$ cat config.mk
export PLATFORM = sky130hd
export DESIGN_NAME = mrfc_front
export DESIGN_NICKNAME = d
export VERILOG_FILES = /design/src/hdl/mrfc_pkg.sv /design/src/hdl/mrfc_front.sv
export SDC_FILE = /design/constraint.sdc
export NUM_CORES = 1
export LEC_CHECK = 0
export BUFFER_PORTS_ARGS = -buffer_cell sky130_fd_sc_hd__buf_2
export CORE_MARGIN = 2
export CORE_UTILIZATION = 45
export DETAILED_ROUTE_END_ITERATION = 10
export GPL_ROUTABILITY_DRIVEN = 0
export HOLD_SLACK_MARGIN = 0.1
export PLACE_DENSITY_LB_ADDON = 0.3
export SKIP_CTS_REPAIR_TIMING = 1
export SLEW_MARGIN = 20
export SYNTH_ARGS = -nofsm -noshare
export SYNTH_HDL_FRONTEND = slang
export SYNTH_SLANG_ARGS = --single-unit
$ cat constraint.sdc
create_clock -name clk -period 1.5 [get_ports clk]
set_input_delay 0.3 -clock clk [delete_from_list [all_inputs] [get_ports clk]]
set_output_delay 0.3 -clock clk [all_outputs]
set_load 0.05 [all_outputs]
$ cat src/hdl/mrfc_pkg.sv
// ----------------------------------------------------------------------------
// mrfc_pkg
// Shared types, constants and the crc-16/modbus byte update for the checker.
// ----------------------------------------------------------------------------
package mrfc_pkg;

  localparam int unsigned PosW     = 3;
  localparam int unsigned QDepth   = 2;
  localparam int unsigned QPtrW    = 1;
  localparam int unsigned QLvlW    = 2;
  localparam int unsigned CfgIdxW  = 8;

  localparam logic [CfgIdxW-1:0] RegStationAddress = 8'd0;
  localparam logic [CfgIdxW-1:0] RegFunctionCode   = 8'd1;

  localparam logic [7:0]  StationAddressReset = 8'h01;
  localparam logic [7:0]  FunctionCodeReset   = 8'h03;
  localparam logic [15:0] CrcInit             = 16'hFFFF;

  typedef struct packed {
    logic [7:0]      data;
    logic [PosW-1:0] pos;
  } entry_t;

  function automatic logic [15:0] crc_nibble(input logic [3:0] idx);
    logic [15:0] v;
    case (idx)
      4'h0:    v = 16'h0000;
      4'h1:    v = 16'hCC01;
      4'h2:    v = 16'hD801;
      4'h3:    v = 16'h1400;
      4'h4:    v = 16'hF001;
      4'h5:    v = 16'h3C00;
      4'h6:    v = 16'h2800;
      4'h7:    v = 16'hE401;
      4'h8:    v = 16'hA001;
      4'h9:    v = 16'h6C00;
      4'hA:    v = 16'h7800;
      4'hB:    v = 16'hB401;
      4'hC:    v = 16'h5000;
      4'hD:    v = 16'h9C01;
      4'hE:    v = 16'h8801;
      default: v = 16'h4400;
    endcase
    return v;
  endfunction

  function automatic logic [15:0] crc_byte(input logic [15:0] crc, input logic [7:0] b);
    logic [15:0] c1;
    logic [15:0] c2;
    c1 = crc_nibble(b[3:0] ^ crc[3:0]) ^ {4'h0, crc[15:4]};
    c2 = crc_nibble(b[7:4] ^ c1[3:0]) ^ {4'h0, c1[15:4]};
    return c2;
  endfunction

endpackage

$ cat src/hdl/mrfc_front.sv
// ----------------------------------------------------------------------------
// mrfc_front
// Holds the header registers, frames incoming bytes and tags each kept byte
// with its position in the frame.
// ----------------------------------------------------------------------------
module mrfc_front import mrfc_pkg::*; #(
  parameter int unsigned FRAME_LENGTH = 7
) (
  input  logic               clk,
  input  logic               rst,
  input  logic               cfg_valid,
  input  logic [CfgIdxW-1:0] cfg_index,
  input  logic [7:0]         cfg_data,
  input  logic               in_valid,
  input  logic [7:0]         rx_byte,
  input  logic               q_full,
  output logic               in_ready,
  output logic               push,
  output entry_t             push_entry,
  output logic [PosW-1:0]    byte_count
);

  logic [7:0]      station_address;
  logic [7:0]      function_code;
  logic [PosW-1:0] byte_count_next;
  logic            accept;

  assign in_ready = !q_full;
  assign accept   = in_valid && in_ready;

  always_ff @(posedge clk) begin
    if (rst) begin
      station_address <= StationAddressReset;
      function_code   <= FunctionCodeReset;
    end else if (cfg_valid) begin
      if (cfg_index == RegStationAddress) begin
        station_address <= cfg_data;
      end else if (cfg_index == RegFunctionCode) begin
        function_code <= cfg_data;
      end
    end
  end

  always_comb begin
    byte_count_next = byte_count;
    push            = 1'b0;
    push_entry.data = rx_byte;
    push_entry.pos  = byte_count;
    if (accept) begin
      if (byte_count == PosW'(0)) begin
        if (rx_byte == station_address) begin
          push            = 1'b1;
          byte_count_next = PosW'(1);
        end
      end else if (byte_count == PosW'(1) && rx_byte != function_code) begin
        // resync on a repeated address byte
        if (rx_byte == station_address) begin
          push            = 1'b1;
          push_entry.pos  = PosW'(0);
          byte_count_next = PosW'(1);
        end else begin
          byte_count_next = PosW'(0);
        end
      end else begin
        push = 1'b1;
        if (byte_count == PosW'(FRAME_LENGTH - 1)) begin
          byte_count_next = PosW'(0);
        end else begin
          byte_count_next = byte_count + PosW'(1);
        end
      end
    end
  end

  always_ff @(posedge clk) begin
    if (rst) begin
      byte_count <= '0;
    end else begin
      byte_count <= byte_count_next;
    end
  end

endmodule

## Word level (Yosys, flattened, before mapping)

Cells that the tools add are included.

| word-level totals | value |
|---|---|
| word-level logic and storage cells | 32 |
| output and inout bits | 16 |
| bits in registers | 19 |
| input port bits | 29 |

| cells by class | value |
|---|---|
| multiplexer cells | 13 |
| reduce and logical (&&, ||, !) cells | 8 |
| equality and inequality tests | 6 |
| $add $sub $neg | 1 |
| bitwise gates (word level) | 1 |

Operators by type and width:

| cell | number |
|---|---|
| 3-bit 2-to-1 mux | 8 |
| 8-bit by 1-bit == test with 1-bit output, second input constant | 1 |
| 8-bit == test | 1 |
| 8-bit zero test | 1 |
| 8-bit != test | 1 |
| 1-bit 2-to-1 mux | 5 |
| 2-bit AND reduction | 2 |
| 3-bit by 1-bit adder with 3-bit output, second input constant | 1 |
| 3-bit by 1-bit == test with 1-bit output, second input constant | 1 |
| 3-bit == test, second input constant | 1 |
| 3-bit zero test | 1 |
| 3-bit AND reduction | 1 |
| 1-bit logical AND | 2 |
| 2-bit by 1-bit != test with 1-bit output, second input constant | 1 |
| 1-bit zero test | 1 |
| 1-bit NOT | 1 |

## Logic depth before layout (Yosys ltp)

Gate-level depths: netlist (run 1).

| logic depth | value |
|---|---|
| word-level depth | 5 |
| depth in mapped cells | 5 |
| gate-level depth less buffers | 4 |

## Least setup slack after synthesis (run 1)

OpenSTA, ideal clock, no wires.

| path | value |
|---|---|
| path kind | flip-flop to output port |
| from | register byte_count[0] |
| to | output push |
| arrival | 1.832 ns |
| path buffers | 1 |
| data required time | 1.200 ns |
| path slack | -0.632 ns |
| stages on the path, launching flop included | 4 |
| path through | dfxtp_1 > clkbuf_1 > nand3_1 > a31oi_1 |

| between the ends | value |
|---|---|
| longest elaborated chain between the ends | 5 |
| elaborated cells between the ends (all ways) | 6 |
| those cells by class | eq/ne: 1; mux: 3; reduce/logical: 2 |

RTL lines:

| element | line | RTL |
|---|---|---|
| from (decl) | mrfc_front.sv:20 | `output logic [PosW-1:0] byte_count` |
| from (signal assigned) | mrfc_front.sv:79 | `byte_count <= byte_count_next;` |
| 3-bit by 1-bit == test with 1-bit output | mrfc_front.sv:55 | `end else if (byte_count == PosW'(1) && rx_byte != function_code) begin` |
| 1-bit logical AND | mrfc_front.sv:55 |  |
| 1-bit 2-to-1 mux | mrfc_front.sv:55 |  |
| 1-bit 2-to-1 mux * | mrfc_front.sv:50 | `if (byte_count == PosW'(0)) begin` |
| 1-bit 2-to-1 mux * | mrfc_front.sv:49 | `if (accept) begin` |
| to (decl) | mrfc_front.sv:18 | `output logic push,` |

Every way passes the cells marked *; elsewhere a longest branch is shown, timed or not.

==> results.toml, run 1 <==
[cts]
cts_tree = "built"
cts_inserted_buffers = 3
cts_buffer_depth = 2
clk_latency_ns = 0.30
clock_sinks = 19
cts.htree.levels = 1
root_buffer = "clkbuf_4"
path_clk_slew_ns = 0.11

[power]
power.switching_w = 0.000271
fin_total_pwr_w = 0.000936
p_per_area_nw_per_um2 = 659
sw_frac_of_total_pct = 29.0
clockPowerShare_pct = 28.5
ir_drop_mv = 0.582
p_leak_nw = 0.660
pwr-share-seq_pct = 53.9
p_int_w = 0.000665
p_comb_share_pct = 17.6

[synthesis]
synth_ff_type = "dfxtp_1"
synth_warnings = 0
synth_common_cells = "dfxtp_1, mux2i_1, nor2_1"
synth_edf_count = 0
yosys.area.top_type = "dfxtp_1"
synth_area_um2 = 1070
netlist_instances = 116
synthTopCellsByArea = "dfxtp_1, mux2i_1, xnor2_1"
synth_top_area_share_pct = 35.5
ys_types = 30
syn_nets = 145
synth_seq_cells = 19
synthArstFlopShare_pct = 0
syn_avg_cell_area_um2 = 9.23
synth.most_common_cell = "dfxtp_1"
ys_seq_area_share_pct = 35.5

[detailed_routing]
finalWirelength_um = 2390
drtAntennaViolNets = 0
vias_per_cell = 4.92
wl_per_cell_um = 12.6
drt-initial-drc-count = 10
drt_first_pass_iters = 4
drc_errors = 0
via_count = 929

[global_routing]
grt_pass1_vias = 899
overflow = 0
grt_pass1_wl_um = 3700
antenna_found_initial = 0
grtUsageTotal_pct = 18.0
grt_start_max_net_pins = 17

[placed_design]
dp.cells = 184
hpwlAfterDp_um = 1890
port_buffers = 44

[setup_path]
criticalPathCategory = "flop to primary output"
cp-end-kind = "primary output"
cp_max_fo = 2
critical_path_arrival_ns = 1.70
ff2ff_setup_slack_ns = 0.15
worstSetupStartpointType = "flop"
critPathRequiredTime_ns = 1.20

[sta]
rsz0062_at_grt = "yes"
fin_worst_skew_ns = 0.00313
period_needed_ns = 2.00
finalCritPeriodShare_pct = 133
tightest_slew_ns = 0.273
slew_violations = 0
fin_ws_ns = -0.495
clock.fmax_ghz = 0.501
relSlewSlack_pct = 81.7
whs_ns = 0.219
hold_viol = 0
setup_viol = 2

[status]
status = "finished, violations left"
violations = "negative setup slack"

[finish]
finalNetCount = 191
diodes = 0
fillers = 213
seqCellArea_um2 = 388
multi_input_area_um2 = 619
stdcell_count = 189
area_delta_synth_final_pct = 32.7
drive_gt1_share_pct = 44.1

[die]
rows = 17
start_util_pct = 48.0
core_um2 = 2230
boundaryPins = 45
die_y_um = 52.8
die-area_um2 = 2790
die_w_um = 52.8

[job]
maxCapViolCount = 0

[min_path]
worstHoldPathType = "primary input to flop"
state kept, by name (all words and copies together), names as in the netlist:
signal,count
function_code,8
station_address,8
byte_count,3
layer usage:
| layer | up-vias | routed length, um | GRT usage, % |
|---|---|---|---|
| met5 | - | 0 | 0 |
| met4 | 0 | 10 | 5.13 |
| met3 | 2 | 91 | 3.43 |
| met2 | 20 | 1300 | 33.1 |
| met1 | 422 | 981 | 20.8 |
| li1 | 485 | - | - |
worst max-delay path, stage by stage, from the launching register on:
cell,delay [ns]
dfxtp_2,0.34
xor2_1,0.16
nor4_1,0.29
nand2_1,0.15
o31a_4,0.30
buf_6,0.15
cell type report:
class	count	share of cell area [%]
multi-input combinational	81	43.6
timing repair buffer	55	24.2
clock buffer	3	1.58
sequential	19	27.3
clock inverter	1	0.352
tap	28	2.46
inverter	2	0.528
power groups by stage:
stage | combinational (W) | sequential (W) | clock [W]
finish | 0.000165 | 0.000505 | 0.000266
global placement | 0.000163 | 0.000517 | 0
detailed placement | 0.000166 | 0.000517 | 0
global route | 0.000176 | 0.000505 | 0.000296
floorplan | 0.000105 | 0.000517 | 0
CTS | 0.000166 | 0.000505 | 0.000271
layout by cell type, fill, tap and decap left out:
cell type and count:
a211oi_1 1, a21oi_1 2, a31oi_4 1, a32oi_1 1
and2_0 1, and3b_1 1, and4_1 2, buf_12 2
buf_2 42, buf_4 8, buf_6 3, clkbuf_4 3
clkinv_2 1, dfxtp_1 13, dfxtp_2 6, inv_1 2
mux2i_1 16, nand2_1 7, nand2b_1 1, nand3_1 3
nand3_2 1, nand4_1 2, nand4b_1 1, nor2_1 13
nor2_2 1, nor2b_1 1, nor4_1 2, nor4_2 1
nor4b_4 1, o2111ai_1 1, o21ai_0 3, o31a_4 1
o41ai_1 1, xnor2_1 8, xor2_1 8
metrics by stage:
stage | area, um^2 | utilization (%) | TNS (ns) | worst slack [ns]
6_report | 1420 | 63.6 | -0.988 | -0.495
5_1_grt | 1420 | 63.6 | -1.20 | -0.602
4_1_cts | 1400 | 62.5 | -1.19 | -0.611
3_5_place_dp | 1370 | 61.3 | -0.778 | -0.384
3_3_place_gp | 1370 | 61.3 | -0.617 | -0.324
2_1_floorplan | 1100 | - | -0.0786 | -0.0592
cell families (layout without fill, tap and decap cells):
logic type                Yosys count  in the layout  synth area share (%)
buffers and inverters              16             61                  9.11
xor gates and xnor gates           16             16                  13.1
muxes                              16             16                  15.0
and+or+nand+nor                    38             38                  20.4
AOI/OAI and AO/OA                  11             11                  6.89
DFF                                19             19                  35.5
path summary, 6_finish.rpt:
| kind | start | end | depth (start not counted) |
|---|---|---|---|
| hold reg to reg | station_address[0] | station_address[0] | 2 |
| hold / removal | cfg_data[0] | function_code[0] | 3 |
| setup / recovery | station_address[7] | push_entry[0] | 5 |
| setup reg to reg | station_address[7] | byte_count[0] | 5 |
(Power assumes the default switching activity.)
==> inputs of run 2 (changes only) <==
Settings changed: ABC_AREA set to 1, CORE_MARGIN 2 to 8.
==> results.toml, run 2 <==
[die]
boundaryPins = 45
rows = 19
die_y_um = 68.6
die-area_um2 = 4700
core_um2 = 2690
start_util_pct = 46.3
die_w_um = 68.6

[synthesis]
netlist_instances = 198
synth.most_common_cell = "nand2_1"
syn_nets = 227
synth_ff_type = "dfxtp_1"
ys_types = 24
synth_seq_cells = 19
synth_warnings = 0
synth_top_area_share_pct = 30.6
yosys.area.top_type = "dfxtp_1"
syn_avg_cell_area_um2 = 6.28
synthArstFlopShare_pct = 0
synth_edf_count = 0
synthTopCellsByArea = "dfxtp_1, nand2_1, nor2_1"
ys_seq_area_share_pct = 30.6
synth_common_cells = "nand2_1, nor2_1, inv_1, dfxtp_1, o21ai_1"
synth_area_um2 = 1240

[sta]
tightest_slew_ns = 0.448
fin_ws_ns = -0.342
relSlewSlack_pct = 70.1
fin_tns_setup_ns = -0.664
slew_violations = 0
fin_worst_skew_ns = 0.00631
finalCritPeriodShare_pct = 123
clock.fmax_ghz = 0.543
setup_viol = 2
rsz0062_at_grt = "yes"
hold_viol = 0
period_needed_ns = 1.84

[min_path]
worstHoldPathType = "primary input to flop"

[finish]
top_regs = "function_code x8, station_address x8, byte_count x3"
fillers = 270
final_common_cell = "nand2_1"
stdcell_count = 280
finish.utilization_pct = 60.9
final_cell_mix = "nand2_1, buf_2, nor2_1, inv_1, o21ai_1"
finalNetCount = 279
area_delta_synth_final_pct = 31.5
diodes = 0
drive_gt1_share_pct = 36.1

[detailed_routing]
finalWirelength_um = 2940
drt_first_pass_iters = 4
wl_per_cell_um = 10.5
via_count = 1292
drc_errors = 0
vias_per_cell = 4.61
drtAntennaViolNets = 0
drt-initial-drc-count = 39

[setup_path]
endpoint = "push_entry[0]"
ff2ff_setup_slack_ns = 0.20
cp-startpoint = "function_code[3]"
critPathRequiredTime_ns = 1.20
worstSetupStartpointType = "flop"
critical_path_arrival_ns = 1.54
criticalPathCategory = "flop to primary output"
cp-end-kind = "primary output"
cp_max_fo = 3
r2r-start = "station_address[2]"
reg2reg_to = "byte_count[0]"
ff2ff_path_depth = 13

[cts]
cts_tree = "built"
root_buffer = "clkbuf_4"
clk_latency_ns = 0.30
clock_sinks = 19
cts_inserted_buffers = 3
path_clk_slew_ns = 0.11
cts_buffer_depth = 2
cts.htree.levels = 1

[placed_design]
dp.cells = 276
hpwlAfterDp_um = 2420
pre_cts_slack_ns = -0.222
port_buffers = 44

[power]
fin_total_pwr_w = 0.000962
ir_drop_mv = 0.510
p_per_area_nw_per_um2 = 588
p_leak_nw = 0.811

[status]
status = "finished, violations left"
violations = "negative setup slack"

[job]
maxCapViolCount = 0

[global_routing]
grt_start_max_net_pins = 17
grt_pass1_wl_um = 5060
overflow = 0
grt_pass1_vias = 1282
antenna_found_initial = 0
grtUsageTotal_pct = 13.7
==> run 2: cell types whose count changed in the layout (fill, tap and decap cells not counted), sizes merged, moves of 3 or more <==
cell	delta
buf	+3
nor2	+21
nand3	+3
a21oi	+7
mux2i	-16
xor2	-7
nand2	+52
inv	+21
o21ai	+13
==> run 2: how the worst min path moves through the flow <==
stage / to / from / slack [ns] / depth (start not counted)
final: byte_count[1] / rst / 0.19 / 2
after global routing: byte_count[2] / rst / 0.18 / 2
after CTS: byte_count[1] / rst / 0.17 / 2
after detailed placement: function_code[1] / function_code[1] / 0.48 / 2
after global placement: function_code[1] / function_code[1] / 0.48 / 2
after floorplan: byte_count[1] / rst / 0.36 / 1
==> run 2: cell type report <==
cell class | count | area [um^2] | area share, %
Clock buffer | 4 | 26.3 | 1.61
Inverter | 25 | 97.6 | 5.97
Multi-Input combinational cell | 143 | 736 | 45.0
Sequential cell | 19 | 399 | 24.4
Tap cell | 31 | 38.8 | 2.37
Timing Repair Buffer | 58 | 338 | 20.7
==> run 2: power breakdown <==
group	switching (W)	internal [W]	leakage [nW]
clock	0.000156	0.000104	0.0150
sequential	0.000000988	0.000500	0.159
combinational	0.000131	0.0000697	0.638
==> run 2: logic make-up after synthesis <==
| logic type | Yosys count | synth area share (%) |
|---|---|---|
| flops | 19 | 30.6 |
| xor+xnor | 10 | 7.04 |
| buf+inv | 36 | 13.3 |
| simple gates | 106 | 37.9 |
| compound gates | 27 | 11.2 |
==> run 2: per-stage QoR <==
step | hold WS (ns) | instance area [um^2]
2_1_floorplan | 0.362 | 1280
3_3_place_gp | 0.483 | 1580
3_5_place_dp | 0.485 | 1580
4_1_cts | 0.175 | 1600
5_1_grt | 0.176 | 1640
6_report | 0.185 | 1640
==> run 2: worst max-delay path, cell delays in order (launching register included) <==
cell and delay (ns):
dfxtp_1 0.34, xnor2_1 0.16, nand2_1 0.08, nor2_1 0.10
nand2_1 0.12, nand3_1 0.14, nor2_2 0.07, nor2_4 0.08
buf_6 0.16
==> run 2: routing by layer <==
layer	routed length (um)	GRT usage, %
met5	0	0
met4	44	5.88
met3	206	3.39
met2	1400	23.2
met1	1290	16.0
==> inputs of run 3 (changes only) <==
Settings changed: RECOVER_POWER set to 25.
==> results.toml, run 3 (synthesis results as in run 2) <==
[status]
status = "finished, violations left"
violations = "negative setup slack"

[cts]
cts_inserted_buffers = 3
cts_buffer_depth = 2
path_clk_slew_ns = 0.11
clk_latency_ns = 0.30
cts_tree = "built"
cts.htree.levels = 1
clock_sinks = 19
root_buffer = "clkbuf_4"

[sta]
period_needed_ns = 1.84
finalCritPeriodShare_pct = 123
whs_ns = 0.185
rsz0062_at_grt = "yes"
fin_ws_ns = -0.342
hold_viol = 0
fin_worst_skew_ns = 0.00631
clock.fmax_ghz = 0.543
setup_viol = 2
tightest_slew_ns = 0.598
relSlewSlack_pct = 60.3
fin_tns_setup_ns = -0.664
slew_violations = 0

[setup_path]
worstSetupStartpointType = "flop"
cp-end-kind = "primary output"
criticalPathCategory = "flop to primary output"
critPathRequiredTime_ns = 1.20
cp_max_fo = 3
critical_path_arrival_ns = 1.54

[finish]
final_cell_mix = "nand2_1, buf_2, nor2_1, inv_1, o21ai_1"
final_common_cell = "nand2_1"
finish.utilization_pct = 60.6
finalNetCount = 279
diodes = 0
drive_gt1_share_pct = 33.7
top_regs = "function_code x8, station_address x8, byte_count x3"
area_delta_synth_final_pct = 30.9
stdcell_count = 280

[detailed_routing]
vias_per_cell = 4.61
wl_per_cell_um = 10.5
dr_wl_met2_um = 1400
via_count = 1291
drt_first_pass_iters = 4
drtAntennaViolNets = 0
met1_length_um = 1300
wl_met3_um = 207
finalWirelength_um = 2950
drt-initial-drc-count = 40
drc_errors = 0
routed.top_layer = "met4"

[power]
p_leak_nw = 0.795
p_per_area_nw_per_um2 = 589
ir_drop_mv = 0.509
fin_total_pwr_w = 0.000959

[die]
die-area_um2 = 4700
core_um2 = 2690
rows = 19
boundaryPins = 45
start_util_pct = 46.3
die_w_um = 68.6
die_y_um = 68.6

[placed_design]
port_buffers = 44
dp.cells = 276
hpwlAfterDp_um = 2420

[job]
maxCapViolCount = 0

[global_routing]
grtUsageTotal_pct = 13.7
grt_pass1_wl_um = 5060
grt_pass1_vias = 1282
antenna_found_initial = 0
grt_start_max_net_pins = 17
overflow = 0

[min_path]
worstHoldPathType = "primary input to flop"
## run 3: cell count changes in the layout (fill, tap and decap cells not counted)
cell / before / now
buf_2: 42 / 36
clkbuf_1: 1 / 7
## run 3: stage by stage
step | instance area (um^2) | setup slack, ns
2_1_floorplan | 1280 | -0.0306
3_3_place_gp | 1580 | -0.222
3_5_place_dp | 1580 | -0.222
4_1_cts | 1600 | -0.489
5_1_grt | 1630 | -0.525
6_report | 1630 | -0.342
## run 3: power by group
part / switching, W / internal [W]
sequential: 0.000000988 / 0.000500
combinational: 0.000131 / 0.0000672
clock: 0.000156 / 0.000104
total: 0.000289 / 0.000671
## run 3: final cells by class
cell class	count	area (um^2)
Multi-Input combinational cell	143	736
Tap cell	31	38.8
Sequential cell	19	399
Inverter	25	97.6
Fill cell	269	1060
Clock buffer	4	26.3
Timing Repair Buffer	58	330
## run 3: critical path: stages (launching register included)
cell,delay (ns)
dfxtp_1,0.34
xnor2_1,0.16
nand2_1,0.08
nor2_1,0.10
nand2_1,0.12
nand3_1,0.14
nor2_2,0.07
nor2_4,0.08
buf_6,0.16
## run 3: worst paths after layout
| check | end | slack (ns) | depth (start not counted) | from |
|---|---|---|---|---|
| setup / recovery | push_entry[0] | -0.34 | 8 | function_code[3] |
| setup reg to reg | byte_count[0] | 0.20 | 13 | station_address[2] |
| hold reg to reg | function_code[1] | 0.51 | 2 | function_code[1] |
| hold / removal | byte_count[1] | 0.19 | 2 | rst |
## run 3: layer usage
| metal | track usage, % | up-vias |
|---|---|---|
| met4 | 5.88 | 0 |
| met1 | 16.0 | 542 |
| met5 | 0 | - |
| li1 | - | 712 |
| met3 | 3.39 | 4 |
| met2 | 23.2 | 33 |
